==> src/hdl/pqs_pkg.sv <==
// ----------------------------------------------------------------------------
// pqs_pkg
// Shared types and codes for the process state queue block.
// ----------------------------------------------------------------------------
package pqs_pkg;

  typedef enum logic [2:0] {
    OP_ADD       = 3'd0,
    OP_READY_IO  = 3'd1,
    OP_IO_READY  = 3'd2,
    OP_READY_RUN = 3'd3,
    OP_RUN_READY = 3'd4,
    OP_TERM      = 3'd5
  } op_t;

  typedef enum logic [1:0] {
    PS_READY = 2'd0,
    PS_IO    = 2'd1,
    PS_RUN   = 2'd2,
    PS_TERM  = 2'd3
  } proc_state_t;

  typedef enum logic [1:0] {
    ST_IDLE,
    ST_REMOVE,
    ST_REPORT
  } fsm_t;

  typedef struct packed {
    logic remove;
    logic append;
  } row_ctrl_t;

  typedef struct packed {
    logic hit;
    logic full;
  } row_stat_t;

endpackage

==> src/hdl/pqs_cell.sv <==
// ----------------------------------------------------------------------------
// pqs_cell
// One queue slot: holds an ID, flags a match, and pulls its upper neighbor's
// entry when it or a lower slot matches during removal.
// ----------------------------------------------------------------------------
module pqs_cell #(
  parameter int INDEX   = 0,
  parameter int ID_BITS = 8,
  parameter int LEN_W   = 5
) (
  input  logic               clk,
  input  pqs_pkg::row_ctrl_t ctrl,
  input  logic [LEN_W-1:0]   len,
  input  logic [ID_BITS-1:0] id,
  input  logic [ID_BITS-1:0] data_up,
  input  logic               match_in,
  output logic               match_out,
  output logic [ID_BITS-1:0] data
);

  logic valid;

  assign valid     = len > LEN_W'(INDEX);
  assign match_out = match_in | (valid & (data == id));

  always_ff @(posedge clk) begin
    if (ctrl.remove && match_out) begin
      data <= data_up;
    end else if (ctrl.append && (len == LEN_W'(INDEX))) begin
      data <= id;
    end
  end

endmodule

==> src/hdl/pqs_row.sv <==
// ----------------------------------------------------------------------------
// pqs_row
// One ordered queue built as a chain of cells; removes the first copy of the
// ID per cycle and appends at the tail.
// ----------------------------------------------------------------------------
module pqs_row #(
  parameter int DEPTH   = 16,
  parameter int ID_BITS = 8,
  parameter int LEN_W   = $clog2(DEPTH + 1)
) (
  input  logic               clk,
  input  logic               rst,
  input  pqs_pkg::row_ctrl_t ctrl,
  input  logic [ID_BITS-1:0] id,
  output pqs_pkg::row_stat_t stat,
  output logic [LEN_W-1:0]   len,
  output logic [ID_BITS-1:0] front
);

  logic [ID_BITS-1:0] data [DEPTH];
  logic [DEPTH:0]     match;
  pqs_pkg::row_ctrl_t cell_ctrl;

  assign match[0]       = 1'b0;
  assign stat.hit       = match[DEPTH];
  assign stat.full      = len == LEN_W'(DEPTH);
  assign cell_ctrl.remove = ctrl.remove;
  assign cell_ctrl.append = ctrl.append & ~stat.full;

  for (genvar i = 0; i < DEPTH; i++) begin : g_cell
    logic [ID_BITS-1:0] up;
    if (i == DEPTH - 1) begin : g_last
      assign up = data[i];
    end else begin : g_mid
      assign up = data[i+1];
    end
    pqs_cell #(
      .INDEX  (i),
      .ID_BITS(ID_BITS),
      .LEN_W  (LEN_W)
    ) u_cell (
      .clk      (clk),
      .ctrl     (cell_ctrl),
      .len      (len),
      .id       (id),
      .data_up  (up),
      .match_in (match[i]),
      .match_out(match[i+1]),
      .data     (data[i])
    );
  end

  assign front = (len != '0) ? data[0] : '0;

  always_ff @(posedge clk) begin
    if (rst) begin
      len <= '0;
    end else if (cell_ctrl.remove && stat.hit) begin
      len <= len - LEN_W'(1);
    end else if (cell_ctrl.append) begin
      len <= len + LEN_W'(1);
    end
  end

endmodule

==> src/hdl/process_state_queues_core.sv <==
// ----------------------------------------------------------------------------
// process_state_queues_core
// Ready, I/O wait and running process queues driven by one-beat commands.
// ----------------------------------------------------------------------------
// A command is taken when start is high and busy is low. The block then
// removes one copy of the ID from each source queue per cycle, appends in the
// first cycle that finds no further copy, and shows the result for one cycle
// with done high. The block keeps removing as long as a source queue still
// holds a copy; busy is low in the result cycle, so the next command may be
// taken there. Results cannot be held off.
// ----------------------------------------------------------------------------
module process_state_queues_core #(
  parameter int QUEUE_DEPTH = 16,
  parameter int ID_BITS     = 8
) (
  input  logic       clk,
  input  logic       rst,
  input  logic       start,
  output logic       busy,
  input  logic [2:0] opcode,
  input  logic [7:0] process_id,
  output logic       done,
  output logic [1:0] new_state,
  output logic       was_found,
  output logic       dest_full,
  output logic [4:0] ready_count,
  output logic [4:0] io_count,
  output logic [4:0] run_count,
  output logic [7:0] ready_front
);

  localparam int LEN_W = $clog2(QUEUE_DEPTH + 1);

  pqs_pkg::fsm_t      state, state_next;
  pqs_pkg::op_t       op;
  logic [ID_BITS-1:0] id;
  logic               found;
  logic               full;

  logic rm_ready, rm_io, rm_run;
  logic dst_ready, dst_io, dst_run;
  logic any_hit, dst_is_full;
  logic accept;

  pqs_pkg::row_ctrl_t ready_ctrl, io_ctrl, run_ctrl;
  pqs_pkg::row_stat_t ready_stat, io_stat, run_stat;
  logic [LEN_W-1:0]   ready_len, io_len, run_len;
  logic [ID_BITS-1:0] ready_head, io_head, run_head;

  always_comb begin
    rm_ready  = 1'b0;
    rm_io     = 1'b0;
    rm_run    = 1'b0;
    dst_ready = 1'b0;
    dst_io    = 1'b0;
    dst_run   = 1'b0;
    new_state = pqs_pkg::PS_READY;
    case (op)
      pqs_pkg::OP_ADD: begin
        dst_ready = 1'b1;
      end
      pqs_pkg::OP_READY_IO: begin
        rm_ready  = 1'b1;
        dst_io    = 1'b1;
        new_state = pqs_pkg::PS_IO;
      end
      pqs_pkg::OP_IO_READY: begin
        rm_io     = 1'b1;
        dst_ready = 1'b1;
      end
      pqs_pkg::OP_READY_RUN: begin
        rm_ready  = 1'b1;
        dst_run   = 1'b1;
        new_state = pqs_pkg::PS_RUN;
      end
      pqs_pkg::OP_RUN_READY: begin
        rm_run    = 1'b1;
        dst_ready = 1'b1;
      end
      pqs_pkg::OP_TERM: begin
        rm_ready  = 1'b1;
        rm_io     = 1'b1;
        rm_run    = 1'b1;
        new_state = pqs_pkg::PS_TERM;
      end
      default: begin
      end
    endcase
  end

  assign any_hit = (rm_ready & ready_stat.hit) | (rm_io & io_stat.hit)
                 | (rm_run & run_stat.hit);
  assign dst_is_full = (dst_ready & ready_stat.full) | (dst_io & io_stat.full)
                     | (dst_run & run_stat.full);

  // next state
  always_comb begin
    state_next = state;
    case (state)
      pqs_pkg::ST_IDLE: begin
        if (start) state_next = pqs_pkg::ST_REMOVE;
      end
      pqs_pkg::ST_REMOVE: begin
        if (!any_hit) state_next = pqs_pkg::ST_REPORT;
      end
      pqs_pkg::ST_REPORT: begin
        state_next = start ? pqs_pkg::ST_REMOVE : pqs_pkg::ST_IDLE;
      end
      default: state_next = pqs_pkg::ST_IDLE;
    endcase
  end

  // outputs
  always_comb begin
    busy              = 1'b0;
    done              = 1'b0;
    ready_ctrl        = '0;
    io_ctrl           = '0;
    run_ctrl          = '0;
    case (state)
      pqs_pkg::ST_REMOVE: begin
        busy              = 1'b1;
        ready_ctrl.remove = rm_ready;
        io_ctrl.remove    = rm_io;
        run_ctrl.remove   = rm_run;
        ready_ctrl.append = dst_ready & ~any_hit;
        io_ctrl.append    = dst_io & ~any_hit;
        run_ctrl.append   = dst_run & ~any_hit;
      end
      pqs_pkg::ST_REPORT: begin
        done = 1'b1;
      end
      default: begin
      end
    endcase
  end

  assign accept = start & ~busy;

  always_ff @(posedge clk) begin
    if (rst) begin
      state <= pqs_pkg::ST_IDLE;
    end else begin
      state <= state_next;
    end
  end

  always_ff @(posedge clk) begin
    if (accept) begin
      op    <= pqs_pkg::op_t'(opcode);
      id    <= ID_BITS'(process_id);
      found <= 1'b0;
      full  <= 1'b0;
    end else if (state == pqs_pkg::ST_REMOVE) begin
      if (any_hit) begin
        found <= 1'b1;
      end else begin
        full <= dst_is_full;
      end
    end
  end

  pqs_row #(.DEPTH(QUEUE_DEPTH), .ID_BITS(ID_BITS), .LEN_W(LEN_W)) u_ready (
    .clk(clk), .rst(rst), .ctrl(ready_ctrl), .id(id),
    .stat(ready_stat), .len(ready_len), .front(ready_head)
  );

  pqs_row #(.DEPTH(QUEUE_DEPTH), .ID_BITS(ID_BITS), .LEN_W(LEN_W)) u_io (
    .clk(clk), .rst(rst), .ctrl(io_ctrl), .id(id),
    .stat(io_stat), .len(io_len), .front(io_head)
  );

  pqs_row #(.DEPTH(QUEUE_DEPTH), .ID_BITS(ID_BITS), .LEN_W(LEN_W)) u_run (
    .clk(clk), .rst(rst), .ctrl(run_ctrl), .id(id),
    .stat(run_stat), .len(run_len), .front(run_head)
  );

  // heads of the io and running queues are not reported
  logic unused_heads;
  assign unused_heads = ^{io_head, run_head};

  assign was_found   = found;
  assign dest_full   = full;
  assign ready_count = 5'(ready_len);
  assign io_count    = 5'(io_len);
  assign run_count   = 5'(run_len);
  assign ready_front = 8'(ready_head);

endmodule

==> config.mk <==
export PLATFORM = sky130hd
export DESIGN_NAME = process_state_queues_core
export DESIGN_NICKNAME = d
export VERILOG_FILES = /design/src/hdl/pqs_pkg.sv /design/src/hdl/pqs_cell.sv /design/src/hdl/pqs_row.sv /design/src/hdl/process_state_queues_core.sv
export SDC_FILE = /design/constraint.sdc
export NUM_CORES = 1
export LEC_CHECK = 0
export ABC_AREA = 1
export BUFFER_PORTS_ARGS = -buffer_cell sky130_fd_sc_hd__buf_2
export CAP_MARGIN = 40
export CORE_AREA = 4 4 274 276
export CTS_CLUSTER_DIAMETER = 100
export DETAILED_ROUTE_END_ITERATION = 6
export DIE_AREA = 0 0 278 280
export PLACE_DENSITY = 0.57
export SETUP_SLACK_MARGIN = 0.05
export SLEW_MARGIN = 20
export SYNTH_ARGS = -nofsm -noshare
export SYNTH_HDL_FRONTEND = slang
export SYNTH_HIERARCHICAL = 1
export SYNTH_SLANG_ARGS = --single-unit
==> constraint.sdc <==
create_clock -name clk -period 14.3 [get_ports clk]
set_input_delay 3.575 -clock clk [delete_from_list [all_inputs] [get_ports clk]]
set_output_delay 3.575 -clock clk [all_outputs]
set_load 0.01 [all_outputs]
# [Word level (Yosys, flattened, before mapping)]
# Index checks and enable logic that the tools add are counted.
[totals] register_bits=414 latch_bits=0 ramBits=0 romBits=0 input_bits=14 out_inout_bits=29 wordCells=606 n_memories=0
[op_classes] addsub=6 multipliers=0 div_mod_pow=0 n_lt_le_gt_ge=48 eq_ne=105 n_shift=0 mux=113 n_bitwise=118 n_reduce_logical=160
[ops] operator="8-bit two-way mux" n=91
[ops] operator="8-bit == test" n=48
[ops] operator="5-bit by 4-bit == test with 1-bit output (second input constant)" n=24
[ops] operator="5-bit by 4-bit greater-than comparator with 1-bit output (second input constant)" n=24
[ops] operator="1-bit logical AND" n=96
[ops] operator="2-bit nonzero test" n=48
[ops] operator="1-bit bitwise AND" n=61
[ops] operator="5-bit by 3-bit == test with 1-bit output (second input constant)" n=12
[ops] operator="5-bit by 3-bit greater-than comparator with 1-bit output (second input constant)" n=12
[ops] operator="1-bit OR" n=49
[ops] operator="5-bit by 2-bit == test with 1-bit output (second input constant)" n=6
[ops] operator="5-bit by 1-bit greater-than comparator with 1-bit output (second input constant)" n=6
[ops] operator="5-bit by 2-bit greater-than comparator with 1-bit output (second input constant)" n=6
[ops] operator="5-bit two-way mux" n=6
[ops] operator="5-bit by 1-bit adder with 5-bit output (second input constant)" n=3
[ops] operator="5-bit by 1-bit == test with 1-bit output (second input constant)" n=3
[ops] operator="5-bit == test (second input constant)" n=3
[ops] operator="5-bit logical NOT" n=3
[ops] operator="5-bit by 1-bit subtractor with 5-bit output (second input constant)" n=3
[ops] operator="2-bit one-hot mux with 3 select lines" n=2
[ops] operator="2-bit AND reduction" n=6
[ops] operator="2-bit two-way mux" n=5
[ops] operator="1-bit two-way mux" n=9
[ops] operator="1-bit inverter" n=8
[ops] operator="11 further kinds" n=16

# [Depth between registers and ports, before layout]
[logic_depth] depth_word=27 ltp_mapped=44 ltp_nobuf=44

# [By module]
# Netlist, hierarchy kept.
[modules_own_cells] mod="pqs_cell (u_io.g_cell[10].u_cell ...)" n_inst=6 cells_each=81 area_each_um2=575.6 seq_area_each_um2=240.2
[modules_own_cells] mod="pqs_cell (u_io.g_cell[8].u_cell ...)" n_inst=3 cells_each=90 area_each_um2=589.3 seq_area_each_um2=240.2
[modules_own_cells] mod="pqs_cell (u_io.g_cell[5].u_cell ...)" n_inst=3 cells_each=83 area_each_um2=570.5 seq_area_each_um2=240.2
[modules_own_cells] mod="pqs_cell (u_io.g_cell[2].u_cell ...)" n_inst=3 cells_each=81 area_each_um2=569.3 seq_area_each_um2=240.2
[modules_own_cells] mod="pqs_cell (u_io.g_cell[4].u_cell ...)" n_inst=3 cells_each=81 area_each_um2=564.3 seq_area_each_um2=240.2
[modules_own_cells] mod="pqs_cell (u_io.g_cell[0].u_cell ...)" n_inst=3 cells_each=79 area_each_um2=563.0 seq_area_each_um2=240.2
[modules_own_cells] mod="pqs_cell (u_io.g_cell[9].u_cell ...)" n_inst=3 cells_each=81 area_each_um2=561.8 seq_area_each_um2=240.2
[modules_own_cells] mod="pqs_cell (u_io.g_cell[12].u_cell ...)" n_inst=3 cells_each=81 area_each_um2=556.8 seq_area_each_um2=240.2
[modules_own_cells] mod="pqs_cell (u_io.g_cell[13].u_cell ...)" n_inst=3 cells_each=77 area_each_um2=556.8 seq_area_each_um2=240.2
[modules_own_cells] mod="pqs_cell (u_io.g_cell[6].u_cell ...)" n_inst=3 cells_each=80 area_each_um2=556.8 seq_area_each_um2=240.2
[modules_own_cells] mod="pqs_cell (u_io.g_cell[15].u_cell ...)" n_inst=3 cells_each=75 area_each_um2=549.3 seq_area_each_um2=240.2
[modules_own_cells] mod="pqs_cell (u_io.g_cell[7].u_cell ...)" n_inst=3 cells_each=76 area_each_um2=544.3 seq_area_each_um2=240.2
[modules_own_cells] mod="pqs_cell (u_io.g_cell[3].u_cell ...)" n_inst=3 cells_each=67 area_each_um2=523.0 seq_area_each_um2=240.2
[modules_own_cells] mod="pqs_cell (u_io.g_cell[11].u_cell ...)" n_inst=3 cells_each=63 area_each_um2=521.8 seq_area_each_um2=240.2
[modules_own_cells] mod="+3 rows"

# [Least setup slack after synthesis]
# No wires, ideal clock.
[synth_path] path_kind="flip-flop to flip-flop" startpoint="register id[3]" endpoint="register u_io.g_cell[6].u_cell.data[0] (enable)" setup_ns=0.384 arrival_ns=7.730 t_required_ns=13.916 setup_slack_ns=6.186 stages_incl_launch_ff=41 path_buffers=1 synth_period_minus_slack_ns=8.114 cell_sequence="edfxtp_1 -> nand2_1 -> nand2_1 -> nor2_4 -> nand3_2 -> o21bai_4 -> inv_1 -> nand2_4 -> o21bai_4 -> inv_1 -> nand2_4 -> o21bai_4 -> inv_1 -> nand2_4 -> o21bai_4 -> inv_1 -> nand2_4 -> inv_1 -> [5 not listed] -> nand2_4 -> o21bai_4 -> inv_1 -> nand2_4 -> inv_1 -> nand2_4 -> inv_1 -> nand2_4 -> buf_4 -> nand3_1 -> nand2_1 -> inv_2 -> nand3_4 -> nor3_1 -> nand2_1 -> inv_1 -> nand4_1 -> o21ai_0"
[synth_lines] element="start: declaration" line="process_state_queues_core.sv:36" text="logic [ID_BITS-1:0] id;"
[synth_lines] element="start signal: assignment" line="process_state_queues_core.sv:151" text="id <= ID_BITS'(process_id);"
[synth_lines] element="end signal: assignment" line="pqs_cell.sv:28" text="data <= data_up;"
[synth_lines] element="end signal: assignment" line="pqs_cell.sv:30" text="data <= id;"
[synth_lines] element="end: declaration" line="pqs_cell.sv:18" text="output logic [ID_BITS-1:0] data"

==> results.py <==
metrics = {
    "critical_path": {
        "crit_top_cell": "inv_1",
        "end_kind": "flip-flop",
        "max_stage_delay_ns": 0.60,
        "startpoint_type": "flip-flop",
        "path_max_fanout": 94,
        "rr_startpoint": "id[7]$_DFFE_PP_",
        "path_class": "reg -> reg",
        "cp-startpoint": "id[7]$_DFFE_PP_",
        "worstPathRequired_ns": 14.58,
        "ff2ff_setup_slack_ns": 6.34,
        "cp_top_family": "buffers and inverters",
        "cp.buffers_inverters": 15,
        "crit_slowest_cell": "inv_1",
        "crit_arrival_ns": 8.25,
    },
    "layout": {
        "drive_gt1_frac": 0.09995,
        "stdcell_count": 5121,
        "fillCellCount": 7338,
        "utilization": 0.4416,
        "finish.instance_area_um2": 32050,
        "multi_input_area_um2": 13730,
        "area_growth_pct": 11.97,
        "nNetsFinal": 4141,
        "regArea_um2": 12240,
        "diodes": 0,
    },
    "drt": {
        "wire_per_inst_um": 14.39,
        "drcViolationCount": 0,
        "vias_per_cell": 4.775,
        "drt_iter0_drc": 2052,
        "routed_wl_um": 73690,
        "vias": 24450,
        "drtPass1Iterations": 6,
        "antenna_left": 0,
    },
    "placed_design": {
        "port_buffers": 42,
        "placed_cell_area_um2": 30360,
        "place.gp.congestion": 0.8132,
        "pre_cts_slack_ns": 6.434,
        "dp_hpwl_um": 45820,
        "place_inst": 5025,
    },
    "cts": {
        "postCtsSetupBuffers": 0,
        "cts_root_buffer": "clkbuf_16",
        "clkLatencyLatePin_ns": 0.60,
        "cts.hold.buffers_added": 0,
        "cts.sinks": 414,
        "cts.clk_slew.worst_paths_ns": 0.05,
        "cts_tree": "done",
        "clock_path_buffers": 3,
        "ctsResizeCount": 0,
        "h-tree-depth": 2,
        "cts_made_buffers": 50,
    },
    "power_and_ir_drop": {
        "leakage_uw": 0.01636,
        "p_per_area_nw_per_um2": 95.21,
        "ir_worst_vdd_uv": 99.25,
    },
    "sta": {
        "fmax_mhz": 125.6,
        "fin_skew_ns": 0.02715,
        "worst_slack_ns": 6.336,
        "setup_viol": 0,
        "fin_crit_ns": 7.964,
        "drv_slew": 0,
        "rsz0062_at_grt": "false",
        "setup_tns_ns": 0,
        "hold_violations": 0,
        "post-route-period-util": 0.5569,
        "relSlewSlack": 0.3709,
        "worst_slew_pin_slew_ns": 0.9437,
    },
    "yosys": {
        "yosys_warnings": 6,
        "synth_cells": 4009,
        "avgSynthCellArea_um2": 7.141,
        "syn_nets": 4029,
        "synth_area_um2": 28630,
    },
    "floorplan": {
        "dieWidth_um": 278,
        "die_area_um2": 77840,
        "rows": 99,
        "initial_core_util": 0.3944,
        "die_h_um": 280,
        "ioPinCount": 43,
        "design.core.area_um2": 72590,
    },
    "grt": {
        "grt_max_degree": 148,
        "grt_pass1_vias": 22610,
        "grt.total_usage": 0.1865,
        "grt_overflow": 0,
        "antenna_found_initial": 0,
        "grt_pass1_wl_um": 120100,
    },
    "min_path": {
        "hp-start": "was_found$_SDFFE_PP0P_",
        "hp-class": "reg -> reg",
    },
    "status": {
        "status": "finished clean",
    },
    "job": {
        "drv_cap": 0,
    },
}
==> per-layer routing <==
| metal | GRT usage | routed length, µm | vias to the layer above | part of all wire |
|---|---|---|---|---|
| li1 | - | - | 12750 | - |
| met4 | 0.04107 | 1319 | 0 | 0.018 |
| met2 | 0.3095 | 33540 | 513 | 0.46 |
| met5 | 0 | 0 | - | 0 |
| met1 | 0.2600 | 34810 | 11100 | 0.47 |
| met3 | 0.02821 | 4020 | 92 | 0.055 |
==> through the flow <==
stage | hold WS [ns] | total power, µW
floorplan | 0.4739 | 1717
global placement | 0.4531 | 1800
detailed placement | 0.4488 | 1805
CTS | 0.4635 | 3088
global route | 0.5078 | 3196
finish | 0.4688 | 3052
==> worst paths after layout <==
check | endpoint | cells past startpoint
worst min-delay path | was_found$_SDFFE_PP0P_ | 2
worst max register to register | u_ready/g_cell[12].u_cell/data[6]$_DFFE_PP_ | 42
worst max-delay path | u_ready/g_cell[12].u_cell/data[6]$_DFFE_PP_ | 42
worst min register to register | was_found$_SDFFE_PP0P_ | 2
==> cells in the final DEF, fill, tap and decap left out, drive strengths merged, types with 4 or more instances in the layout <==
cell type / n
clkinv: 12
inv: 644
nand4: 30
nor3: 11
ha: 6
nand3: 491
bufinv: 4
o21ai: 51
nand3b: 13
xnor2: 63
dfxtp: 19
buf: 112
nand2: 1798
o21bai: 24
xor2: 48
clkbuf: 78
a21oi: 18
edfxtp: 395
nor2: 329
==> worst min-delay path, stage by stage (launching register included) <==
cell     delay (ns)
dfxtp_1        0.31
nand2_1        0.06
nand2_1        0.05
==> state kept, by name (all words and copies together), names as in the netlist <==
| name | flops |
|---|---|
| u_run/g_cell.u_cell/data | 128 |
| state | 2 |
| dest_full | 1 |
| u_io/len | 5 |
| id | 8 |
| was_found | 1 |
| op | 3 |
| u_io/g_cell.u_cell/data | 128 |
| u_ready/len | 5 |
| u_ready/g_cell.u_cell/data | 128 |
| u_run/len | 5 |
==> area by class of cell <==
| class | count | share of cell area |
|---|---|---|
| multi-input cells | 2897 | 0.4284 |
| flip-flops and latches | 414 | 0.3819 |
| inverters | 646 | 0.07576 |
| clock buffers | 78 | 0.04485 |
| well taps | 959 | 0.03743 |
| repair buffers | 112 | 0.02592 |
| clock inverters | 15 | 0.005699 |
==> power breakdown <==
| group | internal, µW | switching [µW] | leakage (µW) |
|---|---|---|---|
| clock network | 760 | 510 | 0.000788 |
| logic | 124 | 277 | 0.0118 |
| registers | 1360 | 17.5 | 0.00373 |
| total | 2250 | 805 | 0.0164 |
(Power assumes the default switching activity.)
